--- src/design/apq_pkg.sv ---
`timescale 1ns / 1ps
`default_nettype none

package apq_pkg;

    localparam int VAL_W = 32;
    localparam int PRI_W = 8;
    localparam int OCC_W = 8;
    localparam int ST_W  = 2;

    localparam logic OP_ENQ = 1'b0;
    localparam logic OP_DEQ = 1'b1;

    localparam logic [ST_W-1:0] ST_OK        = 2'd0;
    localparam logic [ST_W-1:0] ST_OVERFLOW  = 2'd1;
    localparam logic [ST_W-1:0] ST_UNDERFLOW = 2'd2;

    // controller -> datapath
    typedef struct packed {
        logic accept;       // latch the incoming word
        logic enq_write;    // append the latched entry
        logic scan_run;     // priority scan in progress
        logic shift_run;    // gap-closing shift in progress
        logic dec_count;    // one entry removed
        logic load_result;  // move result into the output register
    } apq_cmd_t;

    // datapath -> controller
    typedef struct packed {
        logic item_err;     // incoming word overflows or underflows
        logic item_enq;     // incoming word is an enqueue
        logic scan_done;
        logic shift_done;
        logic out_free;     // output register can take a result
    } apq_sts_t;

endpackage

`default_nettype wire

--- src/design/apq_ctrl.sv ---
`timescale 1ns / 1ps
`default_nettype none

module apq_ctrl
    import apq_pkg::*;
(
    input  wire logic     clk,
    input  wire logic     rst_n,
    input  wire logic     item_valid,
    output logic          item_ready,
    input  wire apq_sts_t sts,
    output apq_cmd_t      cmd
);

    typedef enum logic [4:0] {
        S_IDLE   = 5'b00001,
        S_ENQ    = 5'b00010,
        S_SCAN   = 5'b00100,
        S_SHIFT  = 5'b01000,
        S_RESULT = 5'b10000
    } apq_state_t;

    apq_state_t state_reg, state_next;

    always_ff @(posedge clk or negedge rst_n) begin
        if (!rst_n)
        begin
            state_reg <= S_IDLE;
        end
        else
        begin
            state_reg <= state_next;
        end
    end

    assign item_ready = (state_reg == S_IDLE);

    always_comb
    begin
        state_next = state_reg;
        cmd        = '0;
        unique case (state_reg)
            S_IDLE:
            begin
                if (item_valid)
                begin
                    cmd.accept = 1'b1;
                    if (sts.item_err)
                        state_next = S_RESULT;
                    else if (sts.item_enq)
                        state_next = S_ENQ;
                    else
                        state_next = S_SCAN;
                end
            end
            S_ENQ:
            begin
                cmd.enq_write = 1'b1;
                state_next    = S_RESULT;
            end
            S_SCAN:
            begin
                cmd.scan_run = 1'b1;
                if (sts.scan_done)
                    state_next = S_SHIFT;
            end
            S_SHIFT:
            begin
                cmd.shift_run = 1'b1;
                if (sts.shift_done)
                begin
                    cmd.dec_count = 1'b1;
                    state_next    = S_RESULT;
                end
            end
            S_RESULT:
            begin
                if (sts.out_free)
                begin
                    cmd.load_result = 1'b1;
                    state_next      = S_IDLE;
                end
            end
            default:
            begin
                state_next = S_IDLE;
            end
        endcase
    end

endmodule

`default_nettype wire

--- config.mk ---
export PLATFORM = sky130hd
export DESIGN_NAME = apq_ctrl
export DESIGN_NICKNAME = d
export VERILOG_FILES = /design/src/design/apq_pkg.sv /design/src/design/apq_ctrl.sv
export SDC_FILE = /design/constraint.sdc
export NUM_CORES = 1
export LEC_CHECK = 0
export BUFFER_PORTS_ARGS = -buffer_cell sky130_fd_sc_hd__buf_4
export CELL_PAD_IN_SITES_DETAIL_PLACEMENT = 0
export CELL_PAD_IN_SITES_GLOBAL_PLACEMENT = 1
export CORE_AREA = 2 2 39 41
export CTS_CLUSTER_SIZE = 24
export DETAILED_ROUTE_END_ITERATION = 8
export DIE_AREA = 0 0 41 43
export GPL_TIMING_DRIVEN = 0
export PLACE_DENSITY = 0.8
export REMOVE_ABC_BUFFERS = 1
export SYNTH_ARGS = -nofsm -noshare
export SYNTH_HDL_FRONTEND = slang
export SYNTH_SLANG_ARGS = --single-unit
--- constraint.sdc ---
create_clock -name clk -period 3.6 [get_ports clk]
set_input_delay 0.54 -clock clk [delete_from_list [all_inputs] [get_ports clk]]
set_output_delay 0.54 -clock clk [all_outputs]
set_load 0.02 [all_outputs]
---- Word-level counts from Yosys, hierarchy flattened ----
Cells that the tools add are included.
word-level totals
  output and inout port bits .............. 7
  register bits after elaboration ......... 5
  input port bits ......................... 8
operators by class
  reduce and logical (&&, ||, !) cells .... 1
  eq/ne operators ......................... 9
  multiplexer cells ....................... 15
operator list
  kind                                                                   count
  5-bit 2-to-1 mux                                                       5
  5-bit case mux with 5 select lines                                     1
  2-bit != test, second input constant                                   4
  1-bit 2-to-1 mux                                                       7
  5-bit by 1-bit equality test with 1-bit output, second input constant  1
  5-bit by 2-bit equality test with 1-bit output, second input constant  1
  5-bit by 3-bit equality test with 1-bit output, second input constant  1
  5-bit by 4-bit equality test with 1-bit output, second input constant  1
  5-bit equality test, second input constant                             1
  4-bit AND reduction                                                    1
  3-bit 2-to-1 mux                                                       1
  2-bit 2-to-1 mux                                                       1

---- Depth between registers and ports, before layout ----
Gate-level depths: netlist of run 1.
  word-level depth ........................ 4
  mapped depth ............................ 6

---- Least setup slack after synthesis of run 1 ----
No wires, ideal clock.
  kind .................................... reg2out
  start ................................... reg state_reg[0]
  end ..................................... out cmd[1] (netlist name)
  slack ................................... 1.612 ns
  stages on the path, launching flop included .. 5
  arrival time ............................ 1.448 ns
  cell sequence ........................... dfstp_2 -> buf_4 -> nand2b_1 -> nor4_2 -> and2_1
RTL lines
  what                    line            text
  start, declared         apq_ctrl.sv:23  apq_state_t state_reg, state_next;
  start signal, assigned  apq_ctrl.sv:32  state_reg <= state_next;
  end, declared           apq_ctrl.sv:12  output apq_cmd_t cmd

==> results of run 1 <==
## power by group through the flow
stage / logic [W] / clock network, W / registers (W)
floorplan: 0.000112 / 0 / 0.000102
global route: 0.000174 / 0.0000707 / 0.000116
CTS: 0.000159 / 0.0000687 / 0.000111
finish: 0.000157 / 0.0000667 / 0.000112
global placement: 0.000156 / 0 / 0.000112
detailed placement: 0.000158 / 0 / 0.000112
## routing by layer
layer  up-vias  GRT usage  wire [um]  part of all wire
met1       179      0.172        438              0.47
met4         0      0.100         29             0.031
met3         3     0.0157         48             0.051
li1        205          -          -                 -
met2        14      0.166        420              0.45
met5         -          0          0                 0
## synth_stat cells, drive strengths merged, types with 2 or more instances
library cell  count  area share
o21ai             4       0.050
and3              2       0.031
nor3b             2       0.037
nor4              2       0.047
nand3b            4       0.084
nor2              4       0.037
buf               2       0.037
inv               5       0.047
dfrtp             4        0.25
nand2b            3       0.047
nor3              4       0.075
nand2             2       0.019
## stage by stage
step	instances	power, W	util	hold slack, ns
floorplan	46	0.000214	-	0.244
global placement	76	0.000268	0.367	0.341
detailed placement	76	0.000270	0.367	0.344
CTS	80	0.000339	0.386	0.0754
global route	80	0.000361	0.386	0.0764
finish	80	0.000335	0.386	0.0790
## logic make-up after synthesis
| group | count (synthesis) |
|---|---|
| simple gates | 27 |
| compound gates | 9 |
| buf+inv | 8 |
| flops | 5 |
## worst max-delay path: cells and delay by family, from the launching register on
kind | cells | cell delay, ns
buffers and inverters | 1 | 0.15
DFF | 1 | 0.62
and+or+nand+nor | 3 | 0.42
## path summary, 6_finish.rpt
| path | start | slack [ns] | to |
|---|---|---|---|
| setup / recovery | state_reg[0] | 1.63 | cmd[1] |
| hold / removal | rst_n | 0.08 | state_reg[3] |
| setup reg to reg | state_reg[2] | 2.14 | state_reg[2] |
| hold reg to reg | state_reg[4] | 0.64 | state_reg[0] |
| max in group asynchronous | rst_n | 3.32 | state_reg[0] |
| min in group clk | sts[4] | 0.47 | state_reg[1] |
## area by class of cell
type	instances	area [sq um]
flip-flops and latches	5	126
fillers	148	850
clock buffers	4	26.3
well taps	16	20.0
multi-input cells	36	238
inverters	5	18.8
repair buffers	14	105
==> impl_summary.md, run 1 <==
Run status
The flow ran to the end, and the final reports show no timing, DRC or antenna violations.

Synthesis
The synthesized netlist occupies a cell area of 403 sq um. The proportion of synthesized flip-flops having asynchronous set or reset is 1.00. After technology mapping, the gate count stands at 49. The simple-gate share of the synthesized area is 0.447. The count of warnings emitted by yosys is 0. The fraction of the mapped netlist area in compound gates is 0.143. The number of flip-flops and latches in the synthesized netlist is 5. Of the total synthesized cell area, the portion taken by full adders, half adders and majority gates is 0. The number of different library cells used by synthesis comes to 27. The combinational family with the most area after synthesis is simple AND/OR/NAND/NOR gates. The portion of the post-synthesis area used by sequential elements is 0.314. Of the total synthesized cell area, the portion taken by XOR and XNOR cells is 0.

The number of flops mapped to enable cells by yosys is 0. Measured against the total synthesized area, the mux share comes to 0. The post-synthesis area per instance is 8.22 sq um. In the synthesized netlist the dominant register cell turns out to be sky130_fd_sc_hd__dfrtp_1.

STA
Subtracting the final worst setup slack from the clock period gives 1.97 ns. The setup TNS is 0 ns. The part of the cycle the worst path needs is 0.548. The worst pin sits at a relative slew slack of 0.778.

The minimum setup slack in the final design is 1.63 ns. The fmax is 507 MHz. The slew at the pin closest to its max-slew limit is 0.333 ns.

Setup violations remaining at the end of the flow were counted as 0. The count of pins over their slew limit is 0. Setup repair after global routing left no endpoint under its margin. The number of hold violations in the final report is 0. The setup clock skew after layout is 0.00741 ns.

Floorplan
The die extent in y is 43 um. For this configuration, the core starts out at a cell density of 0.291. The placeable core region is 0.00138 sq mm. The number of standard-cell rows in the floorplan is 14.

Pin placement for this block handled 15 I/O pins. The floorplan step defined a die boundary enclosing 0.00176 sq mm. Measured along the x axis, the die boundary spans 41 um.

Power
Of the total power, the clock network draws 0.199. Of the total power, registers draw 0.333. For this design the static power due to leakage is 0.256 nW. The reported net switching power is 0.000139 W. Power spread over the standard cell area amounts to 628 mW/mm^2. The logic gate share of total power is 0.468.

The cell-internal power is 0.000197 W. The fraction of power spent switching nets is 0.414. VDD sags by at most 0.186 mV.

Setup path
The element type at the critical path end is an output port. The worst register-to-register path has a depth of 4. The maximum fanout along the worst path is 10.

Data arrives at the worst endpoint at 1.43 ns. The kind of start point of the critical path is a flop. The largest single stage delay on the critical path is 0.62 ns. The setup path with the least slack is of type flop to output port. Traced cell by cell, the critical path runs through nand2b_1 -> nor4_2 -> and2_1 -> buf_4. For this design, the slowest cell found on the critical path is sky130_fd_sc_hd__dfstp_2.

Data on the critical path is required at its endpoint by 3.06 ns.

Flow run
The max-cap violation count is 0.

Drt
After detailed routing, the number of remaining DRC violations is 0. The initial detailed-routing violation count is 0. The detail route stage leaves a number of antenna-violating nets equal to 0. Using the TritonRoute via totals, the vias-per-cell ratio works out to 5.01. For this run, the detailed router's first-pass iteration total came to 1. In the final routed layout, each cell accounts on average for 11.7 um.

The final route contains 401 vias. The final wirelength is 936 um.

Finish
The post-layout instance area is 534 sq um. In the layout the commonest cells are sky130_fd_sc_hd__buf_4, sky130_fd_sc_hd__inv_1, sky130_fd_sc_hd__nor2_1, sky130_fd_sc_hd__dfrtp_1. The repair_antennas step left the layout with diodes totalling 0. The fraction of layout instances using a drive strength above 1 is 0.344. The layout overhead on the synthesized area is 32.6%. The number of flip-flops under the largest register name is 5. Leaving out fill and tap cells, the most frequent cell in the layout is sky130_fd_sc_hd__buf_4. The number of nets in the layout is 73.

Placement
The post-placement cell area is 508 sq um. The worst slack at placement is 1.88 ns. At the end of routability-driven placement, the weighted congestion stood at 0.810. The number of input and output port buffers inserted is 14. The estimated wirelength of the detail-placed design is 697 um.

CTS
The CTS H-tree depth is 1. The number of clock buffers inserted by TritonCTS is 3. The buffer type at the clock tree root is sky130_fd_sc_hd__clkbuf_4. The number of clock sinks seen by CTS is 5. The later-pin clock latency in the skew report is 0.25 ns. The number of buffers between clock root and the deepest sink is 2. After clock tree synthesis, the setup repair step added 0 buffers. The number of gates resized after CTS was 0. The clock-pin slew on the worst setup and hold paths is 0.05 ns. After clock tree synthesis, the flow added hold-fix buffers numbering 0. The clock tree from TritonCTS is yes.

Global route
The via count of the first global-routing pass is 356. Global routing finished with a remaining overflow of 0. The first global-routing pass estimated 1460 um of wire. The total global-route track usage is 0.124.

The initial antenna violation count was 0. Entering global routing, the biggest net connects 11 pins.

Min path
The path class of the tightest hold or removal check is primary input to asynchronous set/reset pin.
No activity file was read; power rests on OpenSTA's default activity.
==> inputs of run 2 (changes only) <==
ABC_AREA = 1   (was unset)
PLACE_DENSITY = 0.78   (was 0.8)
clock period = 1.9 ns   (was 3.6 ns; I/O delays follow)
==> impl_summary.md, run 2 <==
Floorplan
The die covers 0.00176 sq mm. For this design the top-level I/O count stands at 15. The region available for standard cell placement spans 0.00138 sq mm. The number of standard-cell rows in the floorplan is 14. The die extent in y is 43 um. For this configuration, the core starts out at a cell density of 0.253. From left edge to right edge, the die measures 41 um.

STA
The final critical path time including I/O delays and setup is 1.63 ns. The part of the cycle the worst path needs is 0.856. The number of hold violations in the final report came to 0. The slew at the pin closest to its max-slew limit is 0.216 ns. For the final database, setup skew stands at 0.00111 ns. Setup repair after global routing left no endpoint under its margin. The hold slack is 0.315 ns. Summed over all failing endpoints, the final setup total negative slack is 0 ns.

The remaining max-slew budget at the tightest pin is 0.856. The count of pins over their slew limit is 0. Timing would allow up to 615 MHz.

Setup violations remaining at the end of the flow were counted as 0.

Setup path
The worst register-to-register path ends at state_reg[2]. Data on the critical path arrives at its endpoint at 1.34 ns. Counting both buffers and inverters, the worst setup path holds a total of 2. The launch point of the worst reg-to-reg path is state_reg[0]. For this design, the slowest cell found on the critical path is sky130_fd_sc_hd__dfstp_2. The required time of the worst setup path is 1.62 ns.

The class of the most critical setup path is flop to output port. For the worst flop-to-flop path, the logic depth is 7. In this design, the stage delay of the slowest critical-path cell is 0.53 ns. In this run the worst path has a maximum fanout of 4. Walking the worst path, the cells encountered are inv_1 -> nor2_2 -> nand2_1 -> nor2_1 -> buf_4. The element type at the critical path end is an output port. Grouping stages by cell kind, the critical path spends the most delay in flip-flops. The kind of start point of the critical path is a flop. In this run the register-to-register setup slack is 0.65 ns.

Drt
The number of remaining DRC errors is 0. The average routed wire per standard cell is 9.09 um. Using the TritonRoute via totals, the vias-per-cell ratio works out to 4.31. The total iterations of the first detailed-routing run is 4.

The total number of vias is 392. The first routing iteration left 10 violations. The detail route stage leaves a number of antenna-violating nets equal to 0. The final wirelength is 827 um.

Placement
The routability congestion estimate is 0.741. Once placement finished, the instance area stood at 475 sq um. The number of input and output port buffers inserted is 14.

Once detailed placement completed, the half-perimeter wirelength came to 656 um.

Synthesis
Of the synthesized area, sequential elements account for 0.361. The portion of synthesized cell area occupied by the leading cell type is 0.286. The synthesized netlist occupies a cell area of 350 sq um. By area the synthesized netlist is led by sky130_fd_sc_hd__dfrtp_1, sky130_fd_sc_hd__nand2_1, sky130_fd_sc_hd__inv_1. The most common cell in the netlist is sky130_fd_sc_hd__nand2_1. The number of flops mapped to enable cells by yosys is 0. In this run, distinct cell masters in the synthesized netlist total 10. Yosys printed 0 warnings.

The largest total area in the synthesized netlist belongs to sky130_fd_sc_hd__dfrtp_1. The post-synthesis cell count is 56. In the synthesized netlist, the cells that appear most often are sky130_fd_sc_hd__nand2_1, sky130_fd_sc_hd__inv_1, sky130_fd_sc_hd__nor2_1. Dividing the synthesized area by the synthesized cell count gives 6.26 sq um. The proportion of synthesized flip-flops having asynchronous set or reset is 1.00. The number of flip-flops and latches in the synthesized netlist is 5.

The most used flip-flop cell after synthesis is sky130_fd_sc_hd__dfrtp_1.

Min path
The terminating pin of the worst hold path is state_reg[0]. In this run the most critical hold path is launched from item_valid. Along the worst hold path, the cell count comes to 4. The classification of the worst-slack hold path is primary input to flop.

CTS
The number of gates resized after CTS was 0. The tree is rooted in a sky130_fd_sc_hd__clkbuf_4. The number of buffers between clock root and the deepest sink is 2. The clock tree from TritonCTS is yes. The later-pin clock latency in the skew report is 0.24 ns. The number of clock buffers inserted by TritonCTS is 3.

The number of setup buffers added after CTS is 0. The CTS H-tree depth is 1. The number of clock sinks seen by CTS is 5. The clock-pin slew on the worst setup and hold paths is 0.04 ns. Buffers inserted to repair hold after CTS numbered 1.

Power
The reported net switching power is 0.000298 W. The cell-internal power is 0.000359 W. Of the total power, the share spent switching nets is 0.453. Of the total power, registers draw 0.267. In this run the static leakage power is 0.336 nW. The clock group share of total power is 0.180.

The worst-case IR drop observed on VDD is 0.512 mV. The logic gate share of total power is 0.553. Summing internal, switching and leakage power gives 0.000656 W.

The power density relative to cell area is 1280 mW/mm^2.

Global route
The initial antenna violation count is 0. The maximum number of pins on one net before global-route repair is 7. The global-route congestion overflow total is 0. For this run, the total global-route usage over all layers was measured as 0.113. The global-route wire length before repair is 1350 um. The via count of the first global-routing pass is 334.

Finish
The fraction of layout instances using a drive strength above 1 is 0.307. The register cell area after layout is 126 sq um. The number of inserted diodes is 0. Leaving out fill and tap cells, the most frequent cells in the layout are sky130_fd_sc_hd__nand2_1, sky130_fd_sc_hd__buf_4, sky130_fd_sc_hd__inv_1. The number of flip-flops under the largest register name is 5.

The finished cells cover 512 sq um. The area taken by multi-input logic gates is 175 sq um. The number of nets in the layout is 84.

The layout overhead on the synthesized area is 46.1%. The fill cell total of the finished layout is 160.

Run status
The flow ran to the end, and the final reports show no timing, DRC or antenna violations.

Flow run
The max-cap violation count is 0.
-- run 2: routing by layer --
metal,track usage,part of all wire
met5,0,0
met4,0.0400,0
met3,0.0314,0.065
met2,0.159,0.50
met1,0.159,0.43
-- run 2: worst max-delay path by stage --
stage             end  slack, ns  cells past startpoint          from
3_3_place_gp   cmd[5]       0.52                      5  state_reg[0]
2_1_floorplan  cmd[5]       0.53                      4  state_reg[0]
3_5_place_dp   cmd[5]       0.52                      5  state_reg[0]
4_1_cts        cmd[5]       0.25                      5  state_reg[0]
6_report       cmd[5]       0.27                      5  state_reg[0]
5_1_grt        cmd[5]       0.13                      5  state_reg[0]
-- run 2: tightest hold or removal path: cells and delay by family --
family	cells	cell delay, ns
buffers and inverters	2	0.11
AND/OR/NAND/NOR	2	0.14
-- run 2: area by class of cell --
type | instances | area share
Tap cell | 16 | 0.0391
Timing Repair Buffer | 15 | 0.225
Inverter | 13 | 0.0954
Clock buffer | 4 | 0.0513
Sequential cell | 5 | 0.247
Multi-Input combinational cell | 38 | 0.342
-- run 2: cell families (layout without fill, tap and decap cells) --
kind of cell | after synthesis | count (layout) | synth area share
simple gates | 38 | 38 | 0.500
flops | 5 | 5 | 0.361
buf+inv | 13 | 32 | 0.139
-- run 2: power groups by stage --
stage	logic [W]	registers, W	clock network, W
CTS	0.000369	0.000176	0.000128
detailed placement	0.000366	0.000177	0
finish	0.000363	0.000175	0.000118
floorplan	0.000259	0.000172	0
global route	0.000420	0.000182	0.000131
global placement	0.000368	0.000176	0
-- run 2: metrics by stage --
stage                     utilization  worst slack, ns  cells
after floorplan                     -            0.525     56
after CTS                       0.370            0.252     91
after global routing            0.370            0.134     91
final                           0.370            0.274     91
after global placement          0.344            0.520     86
after detailed placement        0.344            0.524     86
==> inputs of run 3 (changes only) <==
clock period = 1.5 ns   (was 1.9 ns; I/O delays follow)
==> impl_summary.md, run 3 (synthesis gave the netlist of run 2 again) <==
CTS
The clock tree from TritonCTS is yes. For the worst-skew pair, the clock arrives at the later sink with an insertion delay of 0.24 ns. The clock net in this run drives a total of 5 sinks. In this run the deepest clock path goes through 2 buffers. The CTS H-tree depth is 1. Clock-pin slew was measured on the worst setup and hold paths at 0.04 ns.

The buffer type at the clock tree root is sky130_fd_sc_hd__clkbuf_4. Counting the buffers created by CTS gives 3.

Power
The reported net switching power is 0.000461 W. The power density relative to cell area is 1750 mW/mm^2. The post-route total power is 0.00106 W. The cell-internal power is 0.000597 W.

Of the total power, the clock network draws 0.141. The leakage component of the power is 0.374 nW. The fraction of power spent switching nets is 0.436.

The logic gate share of total power is 0.635. The maximum VDD drop is 0.698 mV. The share of total power dissipated in sequential elements is 0.223.

Drt
For this block, the via count after detailed routing is 422. The average routed wire per standard cell is 9.30 um. The total iterations of the first detailed-routing run is 4. The number of remaining DRC errors is 0. The detail route stage leaves a number of antenna-violating nets equal to 0.

The detailed router finished its first iteration with 11 violations. The final layout contains routed wiring with a total length of 911 um. The average via count per standard cell is 4.31.

Global route
The global-route congestion overflow total is 0. The initial antenna violation count is 0. The first global-routing pass estimated 1410 um of wire. The total global-route track usage is 0.118. The via count of the first global-routing pass is 347. Entering global routing, the biggest net connects 7 pins.

Floorplan
The total area inside the core boundary comes to 0.00138 sq mm. The number of standard-cell rows in the floorplan is 14. The die covers 0.00176 sq mm. For this configuration, the core starts out at a cell density of 0.253. For this design the top-level I/O count stands at 15. From bottom edge to top edge, the die measures 43 um. Measured along the x axis, the die boundary spans 41 um.

Run status
The run finished with clean final reports.

Finish
In the layout the commonest cells are sky130_fd_sc_hd__buf_4, sky130_fd_sc_hd__nand2_1, sky130_fd_sc_hd__inv_1. The fraction of layout instances using a drive strength above 1 is 0.463. The repair_antennas step left the layout with diodes totalling 0.

Relative to the synthesized area, the layout overhead comes to 72.9%. In the final design database the tool counted 91 nets. At the end of the flow the core is filled with cells to 0.438.

The register with the most flip-flops in the layout has 5 of them. The library cell used most frequently in the layout, excluding fill and tap cells, is sky130_fd_sc_hd__buf_4.

Setup path
In this design, the stage delay of the slowest critical-path cell is 0.40 ns. The kind of start point of the critical path is a flop. The worst register-to-register path begins at state_reg[0]. The maximum fanout along the worst path is 4.

The critical path arrival is 1.24 ns. The element type at the critical path end is an output port. The launch point of the critical path is state_reg[2]. On the critical path, the stage with the largest delay is an instance of sky130_fd_sc_hd__dfrtp_1. The endpoint of the worst register-to-register path is state_reg[2]. The worst reg-to-reg setup slack is 0.12 ns. For the worst setup path, the data required time is 1.27 ns. The number of cells on the worst reg-to-reg path is 8. Counting stages on the worst path, the most repeated cell is sky130_fd_sc_hd__nand2_2. Walking the worst path, the cells encountered are inv_2 -> nand2_2 -> nor2_4 -> nand2_2 -> nor2_2 -> buf_6. The class of the most critical setup path is flop to output port. The capture point of the worst path is cmd[5].

Flow run
Max-cap violations in this run came to 0.

Min path
The hold-critical path depth is 4. The classification of the worst-slack hold path is primary input to flop. The hold path startpoint is item_valid.

STA
Of the available clock period, the critical path in the final layout requires 0.979. The final critical path time including I/O delays and setup is 1.47 ns. Based on the critical path, the design can be clocked at up to 681 MHz. The setup TNS is 0 ns. The setup clock skew after layout is 0.00111 ns. The count of pins over their slew limit came to 0. Setup violations remaining at the end of the flow were counted as 0. The number of hold violations in the final report is 0.

The remaining max-slew budget at the tightest pin is 0.868. Setup repair after global routing could not meet its margin everywhere. The slew at the pin closest to its max-slew limit is 0.197 ns.

Placement
The estimated wirelength of the detail-placed design is 656 um. In this run the tool buffered the top-level ports with 14 buffer cells. The routability congestion estimate is 0.741.
-- run 3: changes by cell type in the layout (fill, tap and decap cells not counted), moves of 3 or more --
| cell | previous run | this run |
|---|---|---|
| sky130_fd_sc_hd__inv_1 | 12 | 9 |
| sky130_fd_sc_hd__buf_4 | 14 | 19 |
| sky130_fd_sc_hd__inv_2 | 1 | 4 |
| sky130_fd_sc_hd__nor2_4 | 0 | 4 |
| sky130_fd_sc_hd__nor2_2 | 4 | 1 |
-- run 3: worst max-delay path: cells and delay by family (launching register included) --
family / cells / cell delay [ns]
AND/OR/NAND/NOR: 4 / 0.41
flip-flops: 1 / 0.40
buffers and inverters: 2 / 0.20
-- run 3: per-layer routing --
layer  vias up  wire length, um  track usage
li1        226                -            -
met1       181              393        0.162
met2        15              459        0.172
met3         0               59       0.0314
met4         0                0       0.0400
met5         -                0            0
-- run 3: how the worst min path moves through the flow --
stage | to | slack [ns]
global placement | state_reg[2] | 0.03
detailed placement | state_reg[2] | 0.03
floorplan | state_reg[1] | -0.07
CTS | state_reg[0] | 0.24
global route | state_reg[1] | 0.28
finish | state_reg[0] | 0.26
-- run 3: timing repair --
item,in CTS,in global routing
pin swaps,3,8
endpoints found under the hold margin,5,0
resized for setup,5,9
endpoints found under the setup margin,3,7
hold buffers,1,0
setup buffers,2,5
-- run 3: power by group through the flow --
stage          clock, W  sequential, W  combinational, W
2_1_floorplan         0       0.000217          0.000328
3_3_place_gp          0       0.000223          0.000467
3_5_place_dp          0       0.000224          0.000463
4_1_cts        0.000163       0.000227          0.000564
5_1_grt        0.000166       0.000245          0.000745
6_report       0.000150       0.000236          0.000672
-- run 3: final cells by class --
class	instances	area (sq um)
fill	154	778
timing repair buffer	22	175
tap	16	20.0
multi-input combinational	38	208
sequential	5	128
clock buffer	4	26.3
inverter	13	48.8
-- run 3: through the flow --
| step | instances | hold WS, ns | cell area [sq um] | setup slack, ns |
|---|---|---|---|---|
| 2_1_floorplan | 56 | -0.0706 | 350 | 0.185 |
| 3_3_place_gp | 86 | 0.0263 | 475 | 0.180 |
| 3_5_place_dp | 86 | 0.0272 | 475 | 0.184 |
| 4_1_cts | 93 | 0.245 | 549 | -0.0112 |
| 5_1_grt | 98 | 0.284 | 606 | -0.0483 |
| 6_report | 98 | 0.256 | 606 | 0.0319 |
